===== config.mk =====
export PLATFORM = sky130hd
export DESIGN_NAME = closed_loop_stepper_axis_core
export DESIGN_NICKNAME = d
export VERILOG_FILES = /design/src/clsa_pkg.sv /design/src/clsa_ram.sv /design/src/clsa_window.sv /design/src/closed_loop_stepper_axis_core.sv
export SDC_FILE = /design/constraint.sdc
export NUM_CORES = 2
export LEC_CHECK = 0
export BUFFER_PORTS_ARGS = -buffer_cell sky130_fd_sc_hd__buf_4
export CORE_UTILIZATION = 64
export CTS_CLUSTER_SIZE = 40
export DETAILED_ROUTE_END_ITERATION = 12
export PLACE_DENSITY = 0.81
export SYNTH_ARGS = -nofsm -noshare
export SYNTH_HDL_FRONTEND = slang
export SYNTH_SLANG_ARGS = --single-unit

===== constraint.sdc =====
create_clock -name i_clk -period 10.7 [get_ports i_clk]
set_clock_uncertainty 0.1 [all_clocks]
set_input_delay 2.14 -clock i_clk [delete_from_list [all_inputs] [get_ports i_clk]]
set_output_delay 2.14 -clock i_clk [all_outputs]
set_load 0.05 [all_outputs]

===== src/clsa_pkg.sv =====
`timescale 1ns / 1ps
// ----------------------------------------------------------------------------
// clsa_pkg
// Shared widths, register indexes and types of the closed-loop stepper axis.
// ----------------------------------------------------------------------------
package clsa_pkg;

    localparam int ANGLE_W    = 12;
    localparam int POS_W      = 32;
    localparam int WRAP_W     = 20;
    localparam int ISUM_W     = 24;
    localparam int THR_W      = 12;
    localparam int GAIN_W     = 16;
    localparam int CFG_IDX_W  = 3;
    localparam int CFG_DATA_W = 32;

    localparam int SPEED_SHIFT = 8;

    localparam int RING_DEPTH_DEF = 20;
    localparam int TICKS_DEF      = 30;
    localparam int ANGLE_BITS_DEF = 12;

    localparam logic [CFG_IDX_W-1:0] CFG_AXIS_ENABLE     = CFG_IDX_W'(0);
    localparam logic [CFG_IDX_W-1:0] CFG_TARGET_POSITION = CFG_IDX_W'(1);
    localparam logic [CFG_IDX_W-1:0] CFG_STEP_THRESHOLD  = CFG_IDX_W'(2);
    localparam logic [CFG_IDX_W-1:0] CFG_FORWARD_LEVEL   = CFG_IDX_W'(3);
    localparam logic [CFG_IDX_W-1:0] CFG_SPEED_GAIN      = CFG_IDX_W'(4);

    localparam logic [THR_W-1:0]  THR_RST  = THR_W'(1);
    localparam logic              FWD_RST  = 1'b1;

    // Request to push one finished interval sum into the ring.
    typedef struct packed {
        logic              push;
        logic [ISUM_W-1:0] value;
    } t_push;

    // Everything of a result except the speed, carried down the pipeline.
    typedef struct packed {
        logic             dir;
        logic             step;
        logic             issued;
        logic             arrived;
        logic [POS_W-1:0] pos;
    } t_item;

endpackage


===== src/clsa_ram.sv =====
`timescale 1ns / 1ps
// ----------------------------------------------------------------------------
// clsa_ram
// Generic single-write, single-read RAM with a registered read port.
// ----------------------------------------------------------------------------
module clsa_ram #(
    parameter int WIDTH = 8,
    parameter int DEPTH = 4
) (
    input  logic                     i_clk,
    input  logic                     i_we,
    input  logic [$clog2(DEPTH)-1:0] i_waddr,
    input  logic [WIDTH-1:0]         i_wdata,
    input  logic [$clog2(DEPTH)-1:0] i_raddr,
    output logic [WIDTH-1:0]         o_rdata
);

    logic [WIDTH-1:0] r_mem [DEPTH];
    logic [WIDTH-1:0] r_rdata;

    always_ff @(posedge i_clk) begin
        if (i_we) begin
            r_mem[i_waddr] <= i_wdata;
        end
        r_rdata <= r_mem[i_raddr];
    end

    assign o_rdata = r_rdata;

endmodule


===== src/clsa_window.sv =====
`timescale 1ns / 1ps
// ----------------------------------------------------------------------------
// clsa_window
// Ring of interval sums with a running window sum over all ring entries.
// ----------------------------------------------------------------------------
module clsa_window #(
    parameter int RING_DEPTH = clsa_pkg::RING_DEPTH_DEF
) (
    input  logic                                            i_clk,
    input  logic                                            i_rst_n,
    input  clsa_pkg::t_push                                 i_push,
    output logic signed [clsa_pkg::ISUM_W+$clog2(RING_DEPTH)-1:0] o_window_sum
);

    localparam int PTR_W  = $clog2(RING_DEPTH);
    localparam int WSUM_W = clsa_pkg::ISUM_W + PTR_W;

    logic [PTR_W-1:0]                r_ptr;
    logic [PTR_W-1:0]                n_ptr;
    logic [RING_DEPTH-1:0]           r_valid;
    logic signed [WSUM_W-1:0]        r_window;
    logic signed [WSUM_W-1:0]        n_window;
    logic [clsa_pkg::ISUM_W-1:0]     rd_data;
    logic signed [clsa_pkg::ISUM_W-1:0] old_entry;

    // The read address follows the next pointer, so the entry under the
    // pointer is always waiting in the read register. A push never reads
    // the address it writes because the pointer moves on at the same edge.
    clsa_ram #(
        .WIDTH (clsa_pkg::ISUM_W),
        .DEPTH (RING_DEPTH)
    ) u_ring (
        .i_clk   (i_clk),
        .i_we    (i_push.push),
        .i_waddr (r_ptr),
        .i_wdata (i_push.value),
        .i_raddr (n_ptr),
        .o_rdata (rd_data)
    );

    always_comb begin
        n_ptr = r_ptr;
        if (i_push.push) begin
            n_ptr = (r_ptr == PTR_W'(RING_DEPTH - 1)) ? '0 : r_ptr + PTR_W'(1);
        end
        // Entries never written since reset count as zero.
        old_entry = r_valid[r_ptr] ? $signed(rd_data) : '0;
        n_window  = r_window - WSUM_W'(old_entry) + WSUM_W'($signed(i_push.value));
    end

    always_ff @(posedge i_clk) begin
        if (!i_rst_n) begin
            r_ptr    <= '0;
            r_valid  <= '0;
            r_window <= '0;
        end else if (i_push.push) begin
            r_ptr          <= n_ptr;
            r_valid[r_ptr] <= 1'b1;
            r_window       <= n_window;
        end
    end

    assign o_window_sum = r_window;

endmodule


===== src/closed_loop_stepper_axis_core.sv =====
`timescale 1ns / 1ps
// ----------------------------------------------------------------------------
// closed_loop_stepper_axis_core
// Encoder unwrap, speed window and bang-bang step control for one axis.
// ----------------------------------------------------------------------------
// Usage:
// Each input item is one timer tick carrying the absolute encoder angle on
// i_encoder_angle (valid/ready). Each tick yields exactly one result item on
// the output channel: pin levels, step and arrival flags, the unwrapped
// position and the speed estimate.
// Configuration is written through i_cfg_we/i_cfg_idx/i_cfg_data while no
// item is in flight; writes take effect at once.
// The pipeline has an input register, a control stage, a ring stage, a
// multiply stage and the output register, and takes one item per cycle
// while the receiver keeps up. That rate is set by the control stage,
// where the unwrap, the interval sum and the pins close their loop.
// If the receiver stalls, items stay in the stages and the bubbles fill;
// input ready drops only when every stage holds an item.
// A synchronous reset clears the pipeline, the motion state, the pins and
// the ring (by valid bits); registers return to their reset values.
// ----------------------------------------------------------------------------
module closed_loop_stepper_axis_core #(
    parameter int RING_DEPTH         = clsa_pkg::RING_DEPTH_DEF,
    parameter int TICKS_PER_INTERVAL = clsa_pkg::TICKS_DEF,
    parameter int ANGLE_BITS         = clsa_pkg::ANGLE_BITS_DEF
) (
    input  logic                            i_clk,
    input  logic                            i_rst_n,
    input  logic                            i_cfg_we,
    input  logic [clsa_pkg::CFG_IDX_W-1:0]  i_cfg_idx,
    input  logic [clsa_pkg::CFG_DATA_W-1:0] i_cfg_data,
    input  logic                            i_in_valid,
    output logic                            o_in_ready,
    input  logic [clsa_pkg::ANGLE_W-1:0]    i_encoder_angle,
    output logic                            o_out_valid,
    input  logic                            i_out_ready,
    output logic                            o_dir_level,
    output logic                            o_step_level,
    output logic                            o_step_issued,
    output logic                            o_arrived,
    output logic signed [clsa_pkg::POS_W-1:0] o_position,
    output logic signed [clsa_pkg::POS_W-1:0] o_speed
);

    localparam int POS_W  = clsa_pkg::POS_W;
    localparam int ISUM_W = clsa_pkg::ISUM_W;
    localparam int WRAP_W = clsa_pkg::WRAP_W;
    localparam int THR_W  = clsa_pkg::THR_W;
    localparam int GAIN_W = clsa_pkg::GAIN_W;
    localparam int TICK_W = (TICKS_PER_INTERVAL > 1) ? $clog2(TICKS_PER_INTERVAL) : 1;
    localparam int WSUM_W = ISUM_W + $clog2(RING_DEPTH);
    localparam int PROD_W = WSUM_W + GAIN_W + 1;
    localparam int Q_W    = PROD_W - clsa_pkg::SPEED_SHIFT;

    localparam logic signed [ANGLE_BITS:0] HALF =
        (ANGLE_BITS + 1)'(1 << (ANGLE_BITS - 1));
    localparam logic [ISUM_W-1:0] TURN = ISUM_W'(1) << ANGLE_BITS;
    localparam logic [TICK_W-1:0] LAST_TICK = TICK_W'(TICKS_PER_INTERVAL - 1);
    localparam logic signed [Q_W-1:0] SPD_MAX = {{(Q_W - 31){1'b0}}, {31{1'b1}}};
    localparam logic signed [Q_W-1:0] SPD_MIN = {{(Q_W - 31){1'b1}}, {31{1'b0}}};

    // Configuration registers.
    logic                     r_enable;
    logic signed [POS_W-1:0]  r_target;
    logic [THR_W-1:0]         r_thr;
    logic                     r_fwd;
    logic [GAIN_W-1:0]        r_gain;

    // Motion state.
    logic [ANGLE_BITS-1:0]    r_last_enc;
    logic [WRAP_W-1:0]        r_wrap;
    logic [ISUM_W-1:0]        r_interval;
    logic [TICK_W-1:0]        r_tick;
    logic                     r_step_pin;
    logic                     r_dir_pin;

    // Pipeline.
    logic                     r_in_vld;
    logic [clsa_pkg::ANGLE_W-1:0] r_in_enc;
    logic                     r_s1_vld;
    clsa_pkg::t_item          r_s1;
    logic                     r_s1_push;
    logic [ISUM_W-1:0]        r_s1_push_val;
    logic                     r_s2_vld;
    clsa_pkg::t_item          r_s2;
    logic                     r_s3_vld;
    clsa_pkg::t_item          r_s3;
    logic signed [PROD_W-1:0] r_s3_prod;
    logic                     r_out_vld;
    clsa_pkg::t_item          r_out;
    logic signed [POS_W-1:0]  r_out_speed;

    logic adv1, adv2, adv3, adv_out;

    logic [ANGLE_BITS-1:0]        enc;
    logic signed [ANGLE_BITS:0]   diff;
    logic                         wrap_up, wrap_dn;
    logic [WRAP_W-1:0]            n_wrap;
    logic signed [POS_W-1:0]      wrap_sx;
    logic [POS_W-1:0]             pos;
    logic [ISUM_W-1:0]            delta;
    logic [ISUM_W-1:0]            interval_add;
    logic                         last_tick;
    logic [THR_W-1:0]             thr_eff;
    logic signed [POS_W:0]        err;
    logic signed [POS_W:0]        thr_s;
    logic                         go_fwd, go_rev;
    clsa_pkg::t_item              n_item;
    clsa_pkg::t_push              push_req;
    logic signed [WSUM_W-1:0]     window_sum;
    logic signed [Q_W-1:0]        spd_q;
    logic signed [POS_W-1:0]      n_speed;

    // ---------------- flow control ----------------
    assign adv_out    = r_s3_vld && (!r_out_vld || i_out_ready);
    assign adv3       = r_s2_vld && (!r_s3_vld || adv_out);
    assign adv2       = r_s1_vld && (!r_s2_vld || adv3);
    assign adv1       = r_in_vld && (!r_s1_vld || adv2);
    assign o_in_ready = !r_in_vld || adv1;

    always_ff @(posedge i_clk) begin
        if (!i_rst_n) begin
            r_in_vld  <= 1'b0;
            r_s1_vld  <= 1'b0;
            r_s2_vld  <= 1'b0;
            r_s3_vld  <= 1'b0;
            r_out_vld <= 1'b0;
        end else begin
            if (o_in_ready) begin
                r_in_vld <= i_in_valid;
            end
            if (!r_s1_vld || adv2) begin
                r_s1_vld <= adv1;
            end
            if (!r_s2_vld || adv3) begin
                r_s2_vld <= adv2;
            end
            if (!r_s3_vld || adv_out) begin
                r_s3_vld <= adv3;
            end
            if (!r_out_vld || i_out_ready) begin
                r_out_vld <= adv_out;
            end
        end
    end

    // ---------------- configuration ----------------
    always_ff @(posedge i_clk) begin
        if (!i_rst_n) begin
            r_enable <= 1'b0;
            r_target <= '0;
            r_thr    <= clsa_pkg::THR_RST;
            r_fwd    <= clsa_pkg::FWD_RST;
            r_gain   <= '0;
        end else if (i_cfg_we) begin
            case (i_cfg_idx)
                clsa_pkg::CFG_AXIS_ENABLE:     r_enable <= i_cfg_data[0];
                clsa_pkg::CFG_TARGET_POSITION: r_target <= $signed(i_cfg_data[POS_W-1:0]);
                clsa_pkg::CFG_STEP_THRESHOLD:  r_thr    <= i_cfg_data[THR_W-1:0];
                clsa_pkg::CFG_FORWARD_LEVEL:   r_fwd    <= i_cfg_data[0];
                clsa_pkg::CFG_SPEED_GAIN:      r_gain   <= i_cfg_data[GAIN_W-1:0];
                default: ;
            endcase
        end
    end

    // ---------------- control stage ----------------
    always_comb begin
        // A disabled axis replays the held angle, which yields no motion.
        enc     = r_enable ? ANGLE_BITS'(r_in_enc) : r_last_enc;
        diff    = $signed({1'b0, enc}) - $signed({1'b0, r_last_enc});
        wrap_up = diff < -HALF;
        wrap_dn = diff > HALF;
        n_wrap  = r_wrap;
        if (wrap_up) begin
            n_wrap = r_wrap + WRAP_W'(1);
        end else if (wrap_dn) begin
            n_wrap = r_wrap - WRAP_W'(1);
        end
        wrap_sx = POS_W'($signed(n_wrap));
        pos     = POS_W'(wrap_sx <<< ANGLE_BITS) | POS_W'(enc);

        // Position change is the angle change, plus or minus one turn on a wrap.
        delta = ISUM_W'(diff);
        if (wrap_up) begin
            delta = delta + TURN;
        end else if (wrap_dn) begin
            delta = delta - TURN;
        end
        interval_add = r_interval + delta;
        last_tick    = (r_tick >= LAST_TICK);

        thr_eff = (r_thr == '0) ? THR_W'(1) : r_thr;
        thr_s   = $signed({{(POS_W + 1 - THR_W){1'b0}}, thr_eff});
        err     = $signed({r_target[POS_W-1], r_target}) - $signed({pos[POS_W-1], pos});
        go_fwd  = r_enable && (err >= thr_s);
        go_rev  = r_enable && !go_fwd && (err <= -thr_s);

        n_item.dir     = go_fwd ? r_fwd : (go_rev ? !r_fwd : r_dir_pin);
        n_item.step    = r_step_pin ^ (go_fwd || go_rev);
        n_item.issued  = go_fwd || go_rev;
        n_item.arrived = !(go_fwd || go_rev);
        n_item.pos     = pos;
    end

    always_ff @(posedge i_clk) begin
        if (!i_rst_n) begin
            r_last_enc <= '0;
            r_wrap     <= '0;
            r_interval <= '0;
            r_tick     <= '0;
            r_step_pin <= 1'b0;
            r_dir_pin  <= 1'b0;
        end else if (adv1 && r_enable) begin
            r_last_enc <= enc;
            r_wrap     <= n_wrap;
            r_step_pin <= n_item.step;
            r_dir_pin  <= n_item.dir;
            if (last_tick) begin
                r_interval <= '0;
                r_tick     <= '0;
            end else begin
                r_interval <= interval_add;
                r_tick     <= r_tick + TICK_W'(1);
            end
        end
    end

    always_ff @(posedge i_clk) begin
        if (o_in_ready) begin
            r_in_enc <= i_encoder_angle;
        end
        if (adv1) begin
            r_s1          <= n_item;
            r_s1_push     <= r_enable && last_tick;
            r_s1_push_val <= interval_add;
        end
        if (adv2) begin
            r_s2 <= r_s1;
        end
        if (adv3) begin
            r_s3      <= r_s2;
            r_s3_prod <= window_sum * $signed({1'b0, r_gain});
        end
        if (adv_out) begin
            r_out       <= r_s3;
            r_out_speed <= n_speed;
        end
    end

    // ---------------- ring stage ----------------
    always_comb begin
        push_req.push  = adv2 && r_s1_push;
        push_req.value = r_s1_push_val;
    end

    clsa_window #(
        .RING_DEPTH (RING_DEPTH)
    ) u_window (
        .i_clk        (i_clk),
        .i_rst_n      (i_rst_n),
        .i_push       (push_req),
        .o_window_sum (window_sum)
    );

    // ---------------- speed saturation ----------------
    always_comb begin
        // Arithmetic shift rounds toward minus infinity.
        spd_q = Q_W'(r_s3_prod >>> clsa_pkg::SPEED_SHIFT);
        if (spd_q > SPD_MAX) begin
            n_speed = POS_W'(SPD_MAX);
        end else if (spd_q < SPD_MIN) begin
            n_speed = POS_W'(SPD_MIN);
        end else begin
            n_speed = POS_W'(spd_q);
        end
    end

    assign o_out_valid   = r_out_vld;
    assign o_dir_level   = r_out.dir;
    assign o_step_level  = r_out.step;
    assign o_step_issued = r_out.issued;
    assign o_arrived     = r_out.arrived;
    assign o_position    = $signed(r_out.pos);
    assign o_speed       = r_out_speed;

`ifndef SYNTH
    // A tick on a disabled axis never steps.
    a_disabled_no_step: assert property (@(posedge i_clk) disable iff (!i_rst_n)
        (adv1 && !r_enable) |=> (!r_s1.issued && r_s1.arrived))
        else $error("disabled axis issued a step");

    // The step pin toggles exactly when the item just processed issued a step.
    a_step_toggle: assert property (@(posedge i_clk) disable iff (!i_rst_n)
        adv1 |=> ((r_step_pin != $past(r_step_pin)) == r_s1.issued))
        else $error("step pin toggle does not match step flag");

    // A stalled control-stage item keeps its place and contents.
    a_s1_hold: assert property (@(posedge i_clk) disable iff (!i_rst_n)
        (r_s1_vld && !adv2) |=> (r_s1_vld && $stable(r_s1)))
        else $error("control stage item lost while stalled");

    // The tick counter stays inside one interval.
    a_tick_range: assert property (@(posedge i_clk) disable iff (!i_rst_n)
        adv1 |=> (r_tick <= LAST_TICK))
        else $error("tick counter out of range");
`endif

endmodule


### After elaboration in Yosys (flattened, before gate mapping)

Memory sizes are Yosys's and may differ from the RTL's. A register that Yosys moved wholly into a read port is not among the register bits.
Cells that the tools add are included.

* mux-type cells: 20
* multipliers: 1
* $add $sub $neg: 12
* eq/ne operators: 5
* div/mod/pow operators: 0
* shift-type cells: 0
* reductions and logical operators: 32
* order comparisons: 9
* bitwise gates (word level): 3

Operators by type and width (number)
* 24-bit two-way mux: 4
* 29-bit by 17-bit multiplier with 46-bit output: 1
* 20-bit two-way mux: 2
* 38-bit by 32-bit > comparator with 1-bit output (second input constant): 1
* 38-bit by 32-bit less-than comparator with 1-bit output (second input constant): 1
* 33-bit by 13-bit greater-or-equal comparator with 1-bit output: 1
* 33-bit <= comparator: 1
* 12-bit negation with 33-bit output: 1
* 32-bit by 32-bit subtractor with 33-bit output: 1
* 32-bit two-way mux: 1
* 32-bit by 12-bit OR with 32-bit output: 1
* 29-bit by 24-bit adder with 29-bit output: 1
* 29-bit by 24-bit subtractor with 29-bit output: 1
* 24-bit adder: 1
* 12-bit two-way mux: 2
* 20-bit by 1-bit adder with 20-bit output (second input constant): 1
* 20-bit OR: 1
* 20-bit by 1-bit subtractor with 20-bit output (second input constant): 1
* 13-bit by 14-bit adder with 15-bit output (second input constant): 1
* 5-bit two-way mux: 3
* 13-bit by 14-bit subtractor with 15-bit output (second input constant): 1
* 13-bit > comparator (second input constant): 1
* 13-bit by 12-bit less-than comparator with 1-bit output (second input constant): 1
* 12-bit by 12-bit subtractor with 13-bit output: 1
* other kinds (18): 51

* bits in registers: 443
* memories: 1
* bits in latches: 0
* memory bits (writable): 480
* memory bits (read-only): 0

Memory list
* u_window.u_ring.r_mem: words 20, width 24, read ports 1, clocked after memory_dff 1, write ports 1, RTL line clsa_ram.sv:18 `logic [WIDTH-1:0] r_mem [DEPTH];`

### Logic depth before layout (Yosys ltp)

* word-level depth: 14
* mapped depth: 37

### Modules after synthesis

A second synthesis with hierarchy kept.

* cell total of the unflattened synthesis: 5107
* area, all modules: 58783.9 sq um

By module, submodules not included
* closed_loop_stepper_axis_core: cells each 3493, instances 1, area each 34832.2 sq um
* clsa_ram: cells each 1005, instances 1, area each 19115.8 sq um
* clsa_window: cells each 609, instances 1, area each 4835.9 sq um

### Worst setup path before layout

Ideal clock, no wire load.

* path type: input to register
* start: input port i_out_ready
* end: register u_window.u_ring.r_rdata[10] (netlist: u_window.u_ring.o_rdata[10]), read port of u_window.u_ring.r_mem
* path buffers: 6
* required time: 10.526 ns
* cell stages on the path: 17
* path slack: 2.498 ns
* data arrival time: 8.028 ns
* path through: nor2b_1 -> and2_1 -> a21oi_1 -> and2_1 -> clkbuf_1 -> nand2_1 -> nor2_1 -> or2_2 -> clkbuf_1 -> clkbuf_1 -> clkbuf_1 -> buf_1 -> clkbuf_1 -> nand2_1 -> nand3_1 -> o21ai_0 -> o21ai_0

* cells in the longest elaborated chain, start to end: 8

RTL lines
* start: declaration: RTL line closed_loop_stepper_axis_core.sv:36 `input logic i_out_ready,`
* 1-bit logical OR: RTL line closed_loop_stepper_axis_core.sv:115 `assign adv_out = r_s3_vld && (!r_out_vld || i_out_ready);`
* 1-bit logical AND: RTL line closed_loop_stepper_axis_core.sv:115
* 1-bit logical OR: RTL line closed_loop_stepper_axis_core.sv:116 `assign adv3 = r_s2_vld && (!r_s3_vld || adv_out);`
* 1-bit logical AND: RTL line closed_loop_stepper_axis_core.sv:116
* 1-bit logical OR: RTL line closed_loop_stepper_axis_core.sv:117 `assign adv2 = r_s1_vld && (!r_s2_vld || adv3);`
* 1-bit logical AND: RTL line closed_loop_stepper_axis_core.sv:117
* net adv2: RTL line closed_loop_stepper_axis_core.sv:93 `logic adv1, adv2, adv3, adv_out;`
* 1-bit logical AND: RTL line closed_loop_stepper_axis_core.sv:253 `push_req.push = adv2 && r_s1_push;`
* 5-bit two-way mux: RTL line clsa_window.sv:43 `if (i_push.push) begin`
* end: declaration: RTL line clsa_ram.sv:19 `logic [WIDTH-1:0] r_rdata;`

The timed path passes the listed nets, and every way through them passes these cells.
A chain may end at the register's enable or synchronous reset.

### Final worst setup path

* start: register r_gain[6]
* end: register r_s3_prod[45], data pin

* cells in the longest elaborated chain, start to end: 1

RTL lines
* start: declaration: RTL line closed_loop_stepper_axis_core.sv:67 `logic [GAIN_W-1:0] r_gain;`
* start signal: assignment: RTL line closed_loop_stepper_axis_core.sv:161 `clsa_pkg::CFG_SPEED_GAIN: r_gain <= i_cfg_data[GAIN_W-1:0];`
* 29-bit by 17-bit multiplier with 46-bit output: RTL line closed_loop_stepper_axis_core.sv:243 `r_s3_prod <= window_sum * $signed({1'b0, r_gain});`
* end signal: assignment: RTL line closed_loop_stepper_axis_core.sv:243
* end: declaration: RTL line closed_loop_stepper_axis_core.sv:88 `logic signed [PROD_W-1:0] r_s3_prod;`

No other way between the ends.

==> flow_summary.ini <==
[run_status]
result_of_the_run = complete, no violations

[routing]
drt_first_pass_iters = 8
viasPerCell = 6.00
routed_wirelength_mm = 138
via_count = 40200
drt-initial-drc-count = 3945
detail-route-antenna-nets = 0
route.detailed.wl_per_inst_um = 20.6
remaining_drc_errors = 0

[placed_design]
io_buffers = 121
detailedPlacementHpwl_mm = 92.0
finalWeightedCongestion = 0.916
place_ws_ns = 1.70

[cells_and_area]
register_area_um2 = 26100
fin_util = 0.705
layout.nets = 6213
multiInputGateArea_um2 = 28300
layout-drive-gt1-share = 0.0745
syn_to_final_growth_pct = 9.21
final.fill_count = 6134

[global_routing]
grt_start_max_net_pins = 174
grt-ovfl-total = 0
grt.total_usage = 0.307
grt_antenna_before_repair = 3
number_of_global_route_vias_before_repair = 41000
grt_first_pass_wirelength_mm = 219

[power]
power.internal_uw = 6400
combinational_cell_fraction_of_total_power = 0.109
power-per-cell-area_nw_per_um2 = 134
swShare = 0.246
clock_power_share = 0.414
vdd_drop_max_mv = 0.137
sequentialPowerShare = 0.477
power.switching_uw = 2090
p_leak_uw = 0.0253

[clock_network]
clk_latency_ns = 0.69
tritoncts_clock_tree = yes
total_of_cells_resized_after_clock_tree_synthesis = 0
h-tree-depth = 3
clockBufferDepth = 3
postCtsSetupRepairBufs = 0
cts_root_buffer = sky130_fd_sc_hd__clkbuf_16
cts_buffers = 96
worst_setup_hold_path_clk_slew_ns = 0.06
cts.sinks = 939
hold_bufs_inserted_after_cts = 0

[yosys]
synth_xor_area_frac = 0.0241
synth_largest_area_cell = sky130_fd_sc_hd__edfxtp_1
ys_seq_area_frac = 0.450
yosys_warnings = 0
gate_count_after_technology_mapping = 5431
synth_simple_gate_area_frac = 0.136
synth-compound-area-share = 0.0984
synth_top_family_by_area = adder cells
post_synth_fa_ha_maj_area_fraction = 0.219
yosys-top-cells-area = sky130_fd_sc_hd__edfxtp_1 38%, sky130_fd_sc_hd__fa_1 16%, sky130_fd_sc_hd__dfxtp_1 7.2%, sky130_fd_sc_hd__nand2_1 5.7%, sky130_fd_sc_hd__ha_1 5.3%
post_synth_num_cell_types = 97
synth_seq_cells = 939
syn_avg_cell_area_um2 = 10.7
async_reset_ff_frac = 0
synthesis.area_um2 = 58000
yosys.cell_count.top_type = sky130_fd_sc_hd__nand2_1
mux_share_of_post_synthesis_cell_area = 0.00787
synthFlopType = sky130_fd_sc_hd__edfxtp_1
synth.top_cell.area_share = 0.378
ys_top_cells_by_count = 878 x sky130_fd_sc_hd__nand2_1, 731 x sky130_fd_sc_hd__edfxtp_1, 707 x sky130_fd_sc_hd__inv_1
number_of_flops_mapped_to_enable_cells_by_yosys = 731

[die]
fp.dieArea_um2 = 91900
die_height_um = 303
die_w_um = 303
core_region_area_um2 = 89900
io_pins = 122
initial_utilization = 0.646
count_of_standard_cell_rows = 110

[sta]
period_needed_ns = 9.15
post-route-period-util = 0.855
hold_viol = 0
worst_slew_pin_slew_ns = 1.28
crit_path_setup_slack_layout_ns = 1.55
clock.fmax_mhz = 109
finalSetupViolations = 0
setup_total_negative_slack_ns = 0
rsz0062_at_grt = no
slew-limit-headroom = 0.146
report.final.slew_viol_count = 0

[critical_path]
cp_num_cells = 26
timing.critical_path.from_type = flip-flop
timing.critical_path.max_delay_family = compound AO/OA/AOI/OAI gates
critPathSlowestCell = sky130_fd_sc_hd__dfxtp_1
rr_worst_depth = 26
critical_path_class = flip-flop to flip-flop
critPathCaptureType = flip-flop
cp_slowest_stage_delay_ns = 1.17
critical_path.reg2reg.startpoint = r_gain[6]$_SDFFE_PN0P_
cp.required_ns = 11.01
arrival_worst_endpoint_ns = 9.46
crit_fanout = 30
cp-startpoint = r_gain[6]$_SDFFE_PN0P_
critical_path.n_buffers_inverters = 3
critPathCapture = r_s3_prod[45]$_DFFE_PP_
worst_r2r_end = r_s3_prod[45]$_DFFE_PP_
critical-path-top-cell-by-count = sky130_fd_sc_hd__fa_1
ff_to_ff_setup_slack_ns = 1.55

[hold_path]
timing.hold.worst.class = flip-flop to flip-flop

[job]
max_cap_violations = 0
==> power by group through the flow <==
stage / sequential (uW) / clock, uW / combinational, uW
after floorplan: 4100 / 0 / 686
after CTS: 4050 / 3540 / 906
final: 4050 / 3520 / 921
after global placement: 4120 / 0 / 870
after global routing: 4050 / 3680 / 1010
after detailed placement: 4130 / 0 / 895
==> layer usage <==
| layer | vias to the layer above | GRT usage | wire length [um] |
|---|---|---|---|
| li1 | 18100 | - | - |
| met1 | 19900 | 0.409 | 54200 |
| met2 | 1843 | 0.511 | 67400 |
| met3 | 338 | 0.0492 | 12000 |
| met4 | 0 | 0.109 | 4530 |
| met5 | - | 0 | 0 |
==> layout make-up <==
cell class                 count  share of cell area
clock buffer                 128              0.0426
multi-input combinational   3506               0.447
antenna                        3            0.000118
inverter                     709              0.0420
sequential                   939               0.412
tap                         1176              0.0232
clock inverter                51              0.0102
timing repair buffer         187              0.0227
==> worst min path at each step <==
stage                                  start                   to  slack (ns)  cells past startpoint
final                     r_s2[22]$_DFFE_PP_   r_s3[22]$_DFFE_PP_        0.32                      0
after global routing       r_s2[1]$_DFFE_PP_    r_s3[1]$_DFFE_PP_        0.32                      0
after global placement    r_s1[29]$_DFFE_PP_   r_s2[29]$_DFFE_PP_        0.30                      0
after detailed placement  r_s1[18]$_DFFE_PP_   r_s2[18]$_DFFE_PP_        0.30                      0
after floorplan           r_s3[32]$_DFFE_PP_  o_arrived$_DFFE_PP_        0.30                      0
after CTS                 r_s2[22]$_DFFE_PP_   r_s3[22]$_DFFE_PP_        0.31                      0
==> registers in the layout, summed over array words and instances (netlist names), 29 cells and up <==
name,cells
r_s2,36
o_speed,32
u_window.u_ring.r_mem,480
r_s1,36
o_position,32
r_target,32
u_window.o_window_sum,29
r_s3,36
r_s3_prod,38
==> metrics by stage <==
| stage | hold WS (ns) | power [uW] | cell area, um2 | std cells |
|---|---|---|---|---|
| global placement | 0.303 | 4990 | 60000 | 6517 |
| CTS | 0.315 | 8500 | 63400 | 6696 |
| global route | 0.325 | 8750 | 63400 | 6699 |
| detailed placement | 0.305 | 5020 | 60000 | 6517 |
| floorplan | 0.300 | 4780 | 58100 | 5439 |
| finish | 0.315 | 8490 | 63400 | 6699 |
==> layout by cell type, fill, tap and decap left out, types with 109 or more instances in the layout <==
cell | Yosys | routed
sky130_fd_sc_hd__edfxtp_1 | 731 | 731
sky130_fd_sc_hd__buf_4 | 0 | 184
sky130_fd_sc_hd__a211oi_1 | 143 | 143
sky130_fd_sc_hd__xnor2_1 | 110 | 109
sky130_fd_sc_hd__nor2_1 | 218 | 196
sky130_fd_sc_hd__fa_1 | 476 | 476
sky130_fd_sc_hd__ha_1 | 246 | 246
sky130_fd_sc_hd__and2_1 | 302 | 300
sky130_fd_sc_hd__a21oi_1 | 239 | 236
sky130_fd_sc_hd__dfxtp_1 | 208 | 208
sky130_fd_sc_hd__nand2_1 | 878 | 878
sky130_fd_sc_hd__o21ai_0 | 121 | 120
sky130_fd_sc_hd__inv_1 | 707 | 706
==> cell families after synthesis <==
kind of cell	after synthesis
mux	39
other cells	1
xor+xnor	153
compound gates	861
flops	939
fa+ha+maj	733
simple gates	1711
buf+inv	994
(Power assumes the default switching activity.)
